### config.mk
export PLATFORM = sky130hd
export DESIGN_NAME = hcd_ctrl
export DESIGN_NICKNAME = d
export VERILOG_FILES = /design/src/hw/rtl/hcd_pkg.sv /design/src/hw/rtl/hcd_ctrl.sv
export SDC_FILE = /design/constraint.sdc
export NUM_CORES = 1
export LEC_CHECK = 0
export BUFFER_PORTS_ARGS = -buffer_cell sky130_fd_sc_hd__buf_2
export CAP_MARGIN = 20
export CELL_PAD_IN_SITES_DETAIL_PLACEMENT = 1
export CELL_PAD_IN_SITES_GLOBAL_PLACEMENT = 1
export CORE_MARGIN = 2
export CORE_UTILIZATION = 30
export CTS_CLUSTER_DIAMETER = 60
export DETAILED_ROUTE_END_ITERATION = 8
export GPL_TIMING_DRIVEN = 0
export HOLD_SLACK_MARGIN = 0.02
export PLACE_DENSITY = 0.74
export SYNTH_ARGS = -nofsm -noshare
export SYNTH_HDL_FRONTEND = slang
export SYNTH_SLANG_ARGS = --single-unit
### constraint.sdc
create_clock -name clk -period 1.7 [get_ports clk]
set_input_delay 0.085 -clock clk [delete_from_list [all_inputs] [get_ports clk]]
set_output_delay 0.085 -clock clk [all_outputs]
set_load 0.01 [all_outputs]
### src/hw/rtl/hcd_pkg.sv
// ----------------------------------------------------------------------------
// hcd_pkg: shared types and constants of the Harris corner detector
// Holds the controller states, the command and status bundles between the
// controller and the datapath, and the 3x3 kernel tables.
// ----------------------------------------------------------------------------
package hcd_pkg;

    localparam int MAX_WIDTH  = 1024;
    localparam int MAX_HEIGHT = 4095;
    localparam int RING_LEN   = 2 * MAX_WIDTH + 4;
    localparam int RING_AW    = $clog2(RING_LEN);
    localparam int BEAT_W     = 23;
    localparam int NUM_TAPS   = 9;
    localparam int LAST_STEP  = 10;

    localparam logic [28:0] THR_SCALE = 29'd429981696;

    typedef logic [RING_AW-1:0] ring_addr_t;

    typedef enum logic [2:0] {
        CFG_FRAME_WIDTH,
        CFG_FRAME_HEIGHT,
        CFG_COLOR_INPUT,
        CFG_HARRIS_K,
        CFG_RESPONSE_THRESHOLD
    } cfg_idx_t;

    typedef enum logic [1:0] {
        PH_BLUR,
        PH_GRAD,
        PH_FLAG
    } phase_t;

    typedef enum logic [3:0] {
        ST_IDLE,
        ST_GRAY,
        ST_BLUR,
        ST_GRAD,
        ST_FLAG,
        ST_MUL1,
        ST_MUL2,
        ST_MUL3,
        ST_MUL4,
        ST_ADV
    } state_t;

    typedef struct packed {
        logic       start;
        logic       gray_we;
        phase_t     phase;
        logic       issue;
        logic [3:0] tap;
        logic       clear;
        logic       write_back;
        logic       mul1;
        logic       mul2;
        logic       mul3;
        logic       mul4;
        logic       advance;
    } cmd_t;

    typedef struct packed {
        logic ignore;
        logic out_busy;
    } status_t;

    // Row offset of a tap within the 3x3 window.
    function automatic logic signed [1:0] tap_dy(input logic [3:0] tap);
        logic signed [1:0] d;
        unique case (tap)
            4'd0, 4'd1, 4'd2: d = -2'sd1;
            4'd6, 4'd7, 4'd8: d = 2'sd1;
            default:          d = 2'sd0;
        endcase
        return d;
    endfunction

    // Column offset of a tap within the 3x3 window.
    function automatic logic signed [1:0] tap_dx(input logic [3:0] tap);
        logic signed [1:0] d;
        unique case (tap)
            4'd0, 4'd3, 4'd6: d = -2'sd1;
            4'd2, 4'd5, 4'd8: d = 2'sd1;
            default:          d = 2'sd0;
        endcase
        return d;
    endfunction

    function automatic logic [2:0] blur_weight(input logic [3:0] tap);
        logic [2:0] w;
        unique case (tap)
            4'd0, 4'd2, 4'd6, 4'd8: w = 3'd1;
            4'd4:                   w = 3'd4;
            default:                w = 3'd2;
        endcase
        return w;
    endfunction

    function automatic logic signed [2:0] sobel_x(input logic [3:0] tap);
        logic signed [2:0] w;
        unique case (tap)
            4'd0, 4'd2: w = -3'sd1;
            4'd1:       w = -3'sd2;
            4'd6, 4'd8: w = 3'sd1;
            4'd7:       w = 3'sd2;
            default:    w = 3'sd0;
        endcase
        return w;
    endfunction

    function automatic logic signed [2:0] sobel_y(input logic [3:0] tap);
        logic signed [2:0] w;
        unique case (tap)
            4'd0, 4'd6: w = -3'sd1;
            4'd3:       w = -3'sd2;
            4'd2, 4'd8: w = 3'sd1;
            4'd5:       w = 3'sd2;
            default:    w = 3'sd0;
        endcase
        return w;
    endfunction

endpackage

### src/hw/rtl/hcd_ctrl.sv
// ----------------------------------------------------------------------------
// hcd_ctrl: sequencer of the Harris corner detector
// Steps one item through gray store, blur, gradient and response phases,
// issuing one line-buffer read per cycle, then the response multiplies.
// ----------------------------------------------------------------------------
module hcd_ctrl (
    input  logic             clk,
    input  logic             rst_n,
    input  logic             in_valid,
    output logic             in_ready,
    input  hcd_pkg::status_t st,
    output hcd_pkg::cmd_t    cmd
);

    hcd_pkg::state_t state_reg, state_next;
    logic [3:0]      cnt_reg, cnt_next;

    always_ff @(posedge clk or negedge rst_n)
    begin
        if (!rst_n)
        begin
            state_reg <= hcd_pkg::ST_IDLE;
            cnt_reg   <= 4'd0;
        end
        else
        begin
            state_reg <= state_next;
            cnt_reg   <= cnt_next;
        end
    end

    always_comb
    begin
        state_next = state_reg;
        cnt_next   = cnt_reg;
        cmd        = '0;
        in_ready   = 1'b0;
        unique case (state_reg)
            hcd_pkg::ST_IDLE:
            begin
                in_ready = 1'b1;
                if (in_valid)
                begin
                    cmd.start = 1'b1;
                    if (!st.ignore)
                        state_next = hcd_pkg::ST_GRAY;
                end
            end
            hcd_pkg::ST_GRAY:
            begin
                cmd.gray_we = 1'b1;
                cnt_next    = 4'd0;
                state_next  = hcd_pkg::ST_BLUR;
            end
            hcd_pkg::ST_BLUR, hcd_pkg::ST_GRAD, hcd_pkg::ST_FLAG:
            begin
                if (state_reg == hcd_pkg::ST_BLUR)
                    cmd.phase = hcd_pkg::PH_BLUR;
                else if (state_reg == hcd_pkg::ST_GRAD)
                    cmd.phase = hcd_pkg::PH_GRAD;
                else
                    cmd.phase = hcd_pkg::PH_FLAG;
                cmd.issue = (cnt_reg < 4'(hcd_pkg::NUM_TAPS));
                cmd.tap   = cnt_reg;
                cmd.clear = (cnt_reg == 4'd0);
                if (cnt_reg == 4'(hcd_pkg::LAST_STEP))
                begin
                    cmd.write_back = 1'b1;
                    cnt_next       = 4'd0;
                    if (state_reg == hcd_pkg::ST_BLUR)
                        state_next = hcd_pkg::ST_GRAD;
                    else if (state_reg == hcd_pkg::ST_GRAD)
                        state_next = hcd_pkg::ST_FLAG;
                    else
                        state_next = hcd_pkg::ST_MUL1;
                end
                else
                begin
                    cnt_next = cnt_reg + 4'd1;
                end
            end
            hcd_pkg::ST_MUL1:
            begin
                cmd.mul1   = 1'b1;
                state_next = hcd_pkg::ST_MUL2;
            end
            hcd_pkg::ST_MUL2:
            begin
                cmd.mul2   = 1'b1;
                state_next = hcd_pkg::ST_MUL3;
            end
            hcd_pkg::ST_MUL3:
            begin
                cmd.mul3   = 1'b1;
                state_next = hcd_pkg::ST_MUL4;
            end
            hcd_pkg::ST_MUL4:
            begin
                cmd.mul4   = 1'b1;
                state_next = hcd_pkg::ST_ADV;
            end
            hcd_pkg::ST_ADV:
            begin
                // The result register must be free before a new result lands.
                if (!st.out_busy)
                begin
                    cmd.advance = 1'b1;
                    state_next  = hcd_pkg::ST_IDLE;
                end
            end
            default:
            begin
                state_next = hcd_pkg::ST_IDLE;
            end
        endcase
    end

endmodule

==> impl_metrics.tcl, run 1 <==
set metrics [dict create \
    p_leak_nw 0.459 \
    nNetsFinal 111 \
    nFillCells 254 \
    maxSlewViolCount 0 \
    crit_arrival_ns 1.83 \
    initial_core_util 0.316 \
    synth_top_area_share 0.323 \
    ant_nets 0 \
    hold_class "input pin to flop" \
    period_share 0.997 \
    p_total_mw 1.94 \
    synth_cells 73 \
    clock_sinks 8 \
    grt_usage 0.162 \
    top_level_ports 22 \
    diodes 0 \
    syn2layout_area_growth_pct 51.6 \
    finalInstanceArea_um2 941 \
    synth.distinct_cells 30 \
    syn_nets 78 \
    final_util 0.480 \
    post-place-ws_ns -0.0490 \
    hold_viol_final 0 \
    die_h_um 49.5 \
    reg2reg_from "state_reg[3]" \
    whs_ns 0.159 \
    finClkSkew_ns 0.00910 \
    grt_pass1_wl_um 3030 \
    coreArea_um2 1960 \
    h-tree-depth 1 \
    synth_edf_count 0 \
    rows 16 \
    mappedNetlistArea_um2 621 \
    startpoint "state_reg[3]" \
    die_w_um 49.5 \
    place_congestion 0.722 \
    io_buffers 21 \
    startpoint_type "flop" \
    worstSetupPathType "flop to flop" \
    synth_seq_area_share 0.323 \
    cp_max_fo 6 \
    cts_buffers 3 \
    synth_top_area_cell "dfrtp_1" \
    grt_max_degree 11 \
    place_area_um2 759 \
    vias 655 \
    period_needed_ns 1.70 \
    async_reset_ff_frac 1.00 \
    maxCapViolCount 0 \
    avgSynthCellArea_um2 8.50 \
    endpoint "state_reg[2]" \
    ff2ff_path_depth 5 \
    synth_common_cells "dfrtp_1 (8), nor3_1 (7), and2_1 (5), nor2_1 (5)" \
    routed_via_density 5.00 \
    die-area_um2 2450 \
    crit_path_max_incr_delay_ns 0.41 \
    rsz0062_at_grt "true" \
    drt_iter0_markers 6 \
    yosysMostFrequentCell "dfrtp_1" \
    synth_area_leaders "dfrtp_1 (32%), nor3_1 (5.6%), mux2_1 (5.4%)" \
    grt_antenna_before_repair 0 \
    post-route-worst-setup-slack_ns 0.00493 \
    status "finished clean" \
    path_clk_slew_ns 0.06 \
    peakVddDrop_mv 1.06 \
    setup-violations-final 0 \
    powerDensity_nw_per_um2 2060 \
    crit_slowest_cell "dfrtp_1" \
    reg2reg_slack_ns 0.005 \
    seq_area_um2 200 \
    slew_headroom 0.779 \
    tightestPinTransition_ns 0.331 \
    ctsLongestPathBuffers 2 \
    required_ns 1.84 \
    ys.flop_type "dfrtp_1" \
    multi_input_area_um2 445 \
    insertion_delay_ns 0.26 \
    first_pass_iters 2 \
    fmaxAchievable_mhz 590 \
    crit_chain "buf_6, nor4b_4, nor2_4, o211ai_4, mux2_1" \
    cts_tree "yes" \
    endpoint_kind "flop" \
    grt.overflow.total 0 \
    drive_above_1_share 0.481 \
    drc 0 \
    grt_pass1_vias 660 \
    wirelength_um 1870 \
    wl_per_cell_um 14.3 \
    root_buffer "clkbuf_4" \
    reg2reg_to "state_reg[2]" \
    yosys_warnings 0 \
    hpwl_um 1210 \
    synth_seq_cells 8 \
]
==> worst min path at each step <==
stage,startpoint,end,cells past startpoint
global placement,rst_n,cnt_reg[0],1
finish,st[0],state_reg[3],3
floorplan,rst_n,cnt_reg[0],0
global route,st[0],state_reg[3],3
CTS,st[0],state_reg[3],3
detailed placement,rst_n,cnt_reg[1],1
==> power breakdown <==
part | switching, mW | internal [mW]
Combinational | 0.716 | 0.691
Sequential | 0.101 | 0.274
Clock | 0.0735 | 0.0814
==> cells by family (layout without fill, tap and decap cells) <==
kind of cell / Yosys count / after routing / synth area share
simple gates: 36 / 36 / 0.363
buf+inv: 9 / 40 / 0.0766
xor+xnor: 1 / 1 / 0.0141
mux: 4 / 4 / 0.0706
flops: 8 / 8 / 0.323
compound gates: 15 / 15 / 0.153
==> metrics by stage <==
step	cells	setup TNS [ns]
after floorplan	73	0
after global placement	121	-0.0448
after detailed placement	121	-0.140
after CTS	132	0
after global routing	131	-0.299
final	131	0
==> placed cells by master, fill, tap and decap left out, drive strengths merged <==
cell	count
buf	32
dfrtp	8
nor3	7
nor2	6
o21ai	5
and2	5
nand2	4
a21oi	4
inv	4
or3	4
nand2b	4
clkbuf	3
mux2	3
a21o	2
nor4	1
nor4b	1
nor3b	1
or2	1
nand3b	1
a31oi	1
mux2i	1
a22oi	1
o211ai	1
nor2b	1
o32ai	1
xor2	1
dlygate4sd3	1
==> area by class of cell <==
cell class	count	share of cell area
clock buffers	3	0.0239
plain buffers	4	0.0359
well taps	27	0.0359
multi-input cells	56	0.473
repair buffers	29	0.202
inverters	4	0.0160
flip-flops and latches	8	0.213
==> worst max-delay path: cells and delay by family (launching register included) <==
kind,cells,cell delay (ns)
buffers and inverters,1,0.14
AND/OR/NAND/NOR,2,0.44
flip-flops,1,0.41
AO/OA/AOI/OAI,1,0.23
multiplexers,1,0.34
==> layer usage <==
layer	up-vias	routed length [µm]	track usage
li1	319	-	-
met1	313	789	0.183
met2	19	986	0.297
met3	4	63	0.0303
met4	0	30	0.0694
met5	-	0	0
==> timing repair <==
| item | 4_1_cts | 5_1_grt |
|---|---|---|
| endpoints found under the setup margin | 7 | 9 |
| hold buffers | 1 | 0 |
| cloned | 0 | 0 |
| resized for setup | 12 | 9 |
| setup buffers | 7 | 0 |
| pin swaps | 4 | 3 |
| hold endpoints to repair | 8 | 0 |
Power figures use the tool's default switching activity.
==> run 2: changes to the inputs <==
ABC_AREA = 1   (was not set)
CORE_UTILIZATION = 29   (was 30)
PLACE_DENSITY = 0.76   (was 0.74)
==> impl_metrics.tcl, run 2 <==
set metrics [dict create \
    critPathBufInv 2 \
    final_util 0.398 \
    drive_above_1_share 0.372 \
    ctsLongestPathBuffers 2 \
    synth.distinct_cells 21 \
    hpwl_um 1270 \
    powerDensity_nw_per_um2 2040 \
    crit_cells 6 \
    p_int_mw 0.724 \
    finalInstanceArea_um2 781 \
    endpoint_kind "output port" \
    first_pass_iters 4 \
    worstSetupPathType "flop to output port" \
    dp_cells 136 \
    top_level_ports 22 \
    yosysMostFrequentCell "nand2_1" \
    hold_class "input pin to flop" \
    initial_core_util 0.305 \
    syn_nets 93 \
    p_leak_nw 0.451 \
    synth_edf_count 0 \
    mappedNetlistArea_um2 599 \
    finClkSkew_ns 0.00216 \
    grt_antenna_before_repair 0 \
    swShare 0.545 \
    finalSetupTns_ns 0 \
    p_total_mw 1.59 \
    synth_cells 88 \
    coreArea_um2 1960 \
    startpoint_type "flop" \
    yosys_warnings 0 \
    wl_per_cell_um 11.2 \
    fmaxAchievable_mhz 632 \
    nNetsFinal 120 \
    drt_iter0_markers 8 \
    die_w_um 49.5 \
    hold_viol_final 0 \
    grt_usage 0.146 \
    clkPwrFrac 0.095 \
    rows 16 \
    cts_tree "yes" \
    grt_pass1_vias 642 \
    period_needed_ns 1.58 \
    crit_chain "nor2_4, nand2_2, nand2_4, inv_2, nor4_2, buf_2" \
    synth_seq_area_share 0.334 \
    critPathTopFamily "simple AND/OR/NAND/NOR gates" \
    cts_setup_buffers 0 \
    p_comb_frac 0.642 \
    whs_path_depth 3 \
    drc 0 \
    instances_no_fill 140 \
    avgSynthCellArea_um2 6.81 \
    place_area_um2 738 \
    io_buffers 21 \
    post-route-worst-setup-slack_ns 0.118 \
    grt.overflow.total 0 \
    maxSlewViolCount 0 \
    post-place-ws_ns 0.361 \
    rsz0062_at_grt "false" \
    period_share 0.931 \
    ff2ff_path_depth 7 \
    die-area_um2 2450 \
    final_common_cell "buf_2" \
    synth_seq_cells 8 \
    power_switching_mw 0.868 \
    root_buffer "clkbuf_4" \
    path_clk_slew_ns 0.05 \
    vias 656 \
    synth_top_area_share 0.334 \
    diodes 0 \
    grt_max_degree 9 \
    required_ns 1.62 \
    cp_max_fo 7 \
    slew_headroom 0.786 \
    peakVddDrop_mv 0.874 \
    syn2layout_area_growth_pct 30.3 \
    layout_common_cells "buf_2 (21), nand2_1 (20), inv_1 (13), nor2_1 (13), dfrtp_1 (8)" \
    status "finished clean" \
    setup-violations-final 0 \
    whs_ns 0.150 \
    grt_pass1_wl_um 2750 \
    cts_buffers 3 \
    maxCapViolCount 0 \
    synth_area_leaders "dfrtp_1 (33%), nand2_1 (13%), inv_1 (8.1%)" \
    synth_common_cells "nand2_1 (20), inv_1 (13), nor2_1 (13), dfrtp_1 (8), nor2_2 (5)" \
    crit_arrival_ns 1.50 \
    clock_sinks 8 \
    ys.flop_type "dfrtp_1" \
    crit_path_max_incr_delay_ns 0.49 \
    place_congestion 0.840 \
    synth_top_area_cell "dfrtp_1" \
    tightestPinTransition_ns 0.320 \
    ant_nets 0 \
    h-tree-depth 1 \
    die_h_um 49.5 \
    wirelength_um 1570 \
    async_reset_ff_frac 1.00 \
    crit_slowest_cell "dfrtp_1" \
    routed_via_density 4.69 \
    insertion_delay_ns 0.26 \
    seqPwrFrac 0.263 \
]
[run 2: changes by cell type after synthesis, moves of 3 or more]
cell      delta
nor2_2       +4
nor2_1       +8
mux2_1       -3
and2_1       -5
nand4_1      +4
a21oi_1      -3
nand2b_1     -4
inv_1        +9
nand2_1     +16
nor3_1       -5
or3_1        -4
inv_2        +4
[run 2: cell type report]
type	count	area [µm²]
Inverter	17	63.8
Sequential cell	8	200
Multi-Input combinational cell	63	345
Fill cell	279	1180
Clock buffer	3	22.5
Tap cell	27	33.8
Timing Repair Buffer	22	115
[run 2: layer usage]
layer | GRT usage | share of wire
met5 | 0 | 0
met4 | 0.0694 | 0.024
met3 | 0.0273 | 0.043
met2 | 0.250 | 0.47
met1 | 0.175 | 0.46
[run 2: logic make-up after synthesis]
logic type | synth area share
and+or+nand+nor | 0.468
AOI/OAI and AO/OA | 0.0772
buffers and inverters | 0.106
xor gates and xnor gates | 0.0146
DFF | 0.334
[run 2: final timing paths]
path | start | to | slack (ns)
hold reg to reg | cnt_reg[0] | cnt_reg[0] | 0.58
max in group asynchronous | rst_n | cnt_reg[0] | 1.33
min in group asynchronous | rst_n | cnt_reg[1] | 0.20
setup / recovery | state_reg[0] | cmd[6] | 0.12
hold / removal | st[0] | state_reg[3] | 0.15
setup reg to reg | state_reg[1] | state_reg[0] | 0.45
[run 2: worst register-to-register path: stages (launching register included)]
cell     delay (ns)
dfrtp_1        0.44
inv_1          0.14
nand2_2        0.09
nor2_1         0.13
nand3_2        0.13
nand3_2        0.12
nand2_1        0.05
nand2_1        0.07
[run 2: timing repair]
| item | 4_1_cts | 5_1_grt |
|---|---|---|
| gates resized for setup | 0 | 2 |
| endpoints found under the hold margin | 8 | 0 |
| endpoints found under the setup margin | 0 | 1 |
| hold buffers | 1 | 0 |
[run 2: power by group through the flow]
stage               Sequential (mW)  Clock (mW)  Combinational (mW)
finish                        0.418       0.151                1.02
global route                  0.436       0.163                1.17
CTS                           0.400       0.152                1.03
detailed placement            0.403           0                1.03
global placement              0.399           0               0.994
floorplan                     0.370           0               0.752
==> run 3: changes to the inputs <==
BUFFER_PORTS_ARGS = not set   (was -buffer_cell sky130_fd_sc_hd__buf_2)
CORE_UTILIZATION = 30   (was 29)
DONT_BUFFER_PORTS = 1   (was not set)
PLACE_DENSITY = 0.64   (was 0.76)
==> impl_metrics.tcl, run 3 (synthesized netlist as in run 2, its figures left out) <==
set metrics [dict create \
    status "finished clean" \
    vias 572 \
    cts_tree "yes" \
    ant_nets 0 \
    wirelength_um 1440 \
    grt_pass1_wl_um 2620 \
    hold_viol_final 0 \
    maxCapViolCount 0 \
    clock_sinks 8 \
    ff2ff_path_depth 7 \
    period_needed_ns 1.55 \
    peakVddDrop_mv 0.762 \
    layout_common_cells "nand2_1 (20), inv_1 (13), nor2_1 (13), dfrtp_1 (8), nor2_2 (5)" \
    routed_via_density 4.81 \
    finalSetupTns_ns 0 \
    wl_per_cell_um 12.1 \
    rsz0062_at_grt "false" \
    worstSetupPathType "flop to output port" \
    die_h_um 48.7 \
    place_congestion 0.788 \
    drive_above_1_share 0.228 \
    grt_max_degree 9 \
    startpoint_type "flop" \
    path_clk_slew_ns 0.05 \
    top_level_ports 22 \
    diodes 0 \
    powerDensity_nw_per_um2 2160 \
    hpwl_um 1220 \
    endpoint "cmd[6]" \
    p_leak_nw 0.343 \
    crit_arrival_ns 1.47 \
    root_buffer "clkbuf_4" \
    startpoint "state_reg[2]" \
    maxSlewViolCount 0 \
    period_share 0.913 \
    nFillCells 265 \
    setup-violations-final 0 \
    reg2reg_from "state_reg[2]" \
    h-tree-depth 1 \
    endpoint_kind "output port" \
    cts_buffers 3 \
    ctsLongestPathBuffers 2 \
    hold_class "input pin to flop" \
    first_pass_iters 2 \
    drt_iter0_markers 3 \
    required_ns 1.62 \
    finalInstanceArea_um2 666 \
    post-route-worst-setup-slack_ns 0.147 \
    tightestPinTransition_ns 0.509 \
    post-place-ws_ns 0.332 \
    final_common_cell "nand2_1" \
    cp_max_fo 6 \
    holdBufCountCts 1 \
    nNetsFinal 99 \
    finClkSkew_ns 0.00327 \
    die_w_um 48.7 \
    io_buffers 0 \
    drc 0 \
    place_area_um2 633 \
    grt_pass1_vias 615 \
    initial_core_util 0.312 \
    syn2layout_area_growth_pct 11.1 \
    reg2reg_slack_ns 0.34 \
    cts_setup_buffers 0 \
    rows 16 \
    grt.overflow.total 0 \
    slew_headroom 0.657 \
    insertion_delay_ns 0.25 \
    worstHoldStart "st[0]" \
    reg2reg_to "state_reg[0]" \
    cts_resized 0 \
    die-area_um2 2370 \
    grt_antenna_before_repair 0 \
    fmaxAchievable_mhz 644 \
    coreArea_um2 1920 \
    grt_usage 0.139 \
]
run 3: changes by cell type in the layout (fill, tap and decap cells not counted), sizes merged:
cell	change
buf	-21
run 3: final cells by class:
cell class              count  area [µm²]  area share
multi-input cells          63         335       0.504
well taps                  27        33.8      0.0508
repair buffers              1        10.0      0.0150
clock buffers               3        22.5      0.0338
flip-flops and latches      8         200       0.301
inverters                  17        63.8      0.0959
run 3: critical path: stages (launching register included):
cell	delay (ns)
dfrtp_1	0.43
nor2_2	0.21
nand2_1	0.12
nand2_4	0.12
inv_2	0.08
nor4_2	0.26
run 3: power by group:
group	total (mW)	switching [mW]	internal (mW)	leakage, nW
clock network	0.140	0.0592	0.0804	0.0138
logic	0.906	0.634	0.272	0.227
registers	0.395	0.121	0.275	0.103
total	1.44	0.814	0.627	0.343
run 3: layer usage:
metal	vias up	share of wire	global-route usage
met4	0	0.0063	0.0571
met3	2	0.055	0.0340
met5	-	0	0
met2	15	0.46	0.228
li1	285	-	-
met1	270	0.48	0.172
run 3: worst min-delay path by stage:
stage | to | slack [ns] | cells after the start
floorplan | cnt_reg[0] | -0.21 | 0
global route | state_reg[3] | 0.05 | 2
finish | state_reg[3] | 0.05 | 2
CTS | state_reg[3] | 0.04 | 2
detailed placement | cnt_reg[1] | -0.21 | 0
global placement | cnt_reg[1] | -0.21 | 0
run 3: stage by stage:
step	power, mW	hold slack, ns	std cells	utilization
2_1_floorplan	1.12	-0.211	88	-
3_3_place_gp	1.29	-0.210	115	0.329
3_5_place_dp	1.32	-0.210	115	0.329
4_1_cts	1.47	0.0442	119	0.346
5_1_grt	1.62	0.0488	119	0.346
6_report	1.44	0.0498	119	0.346
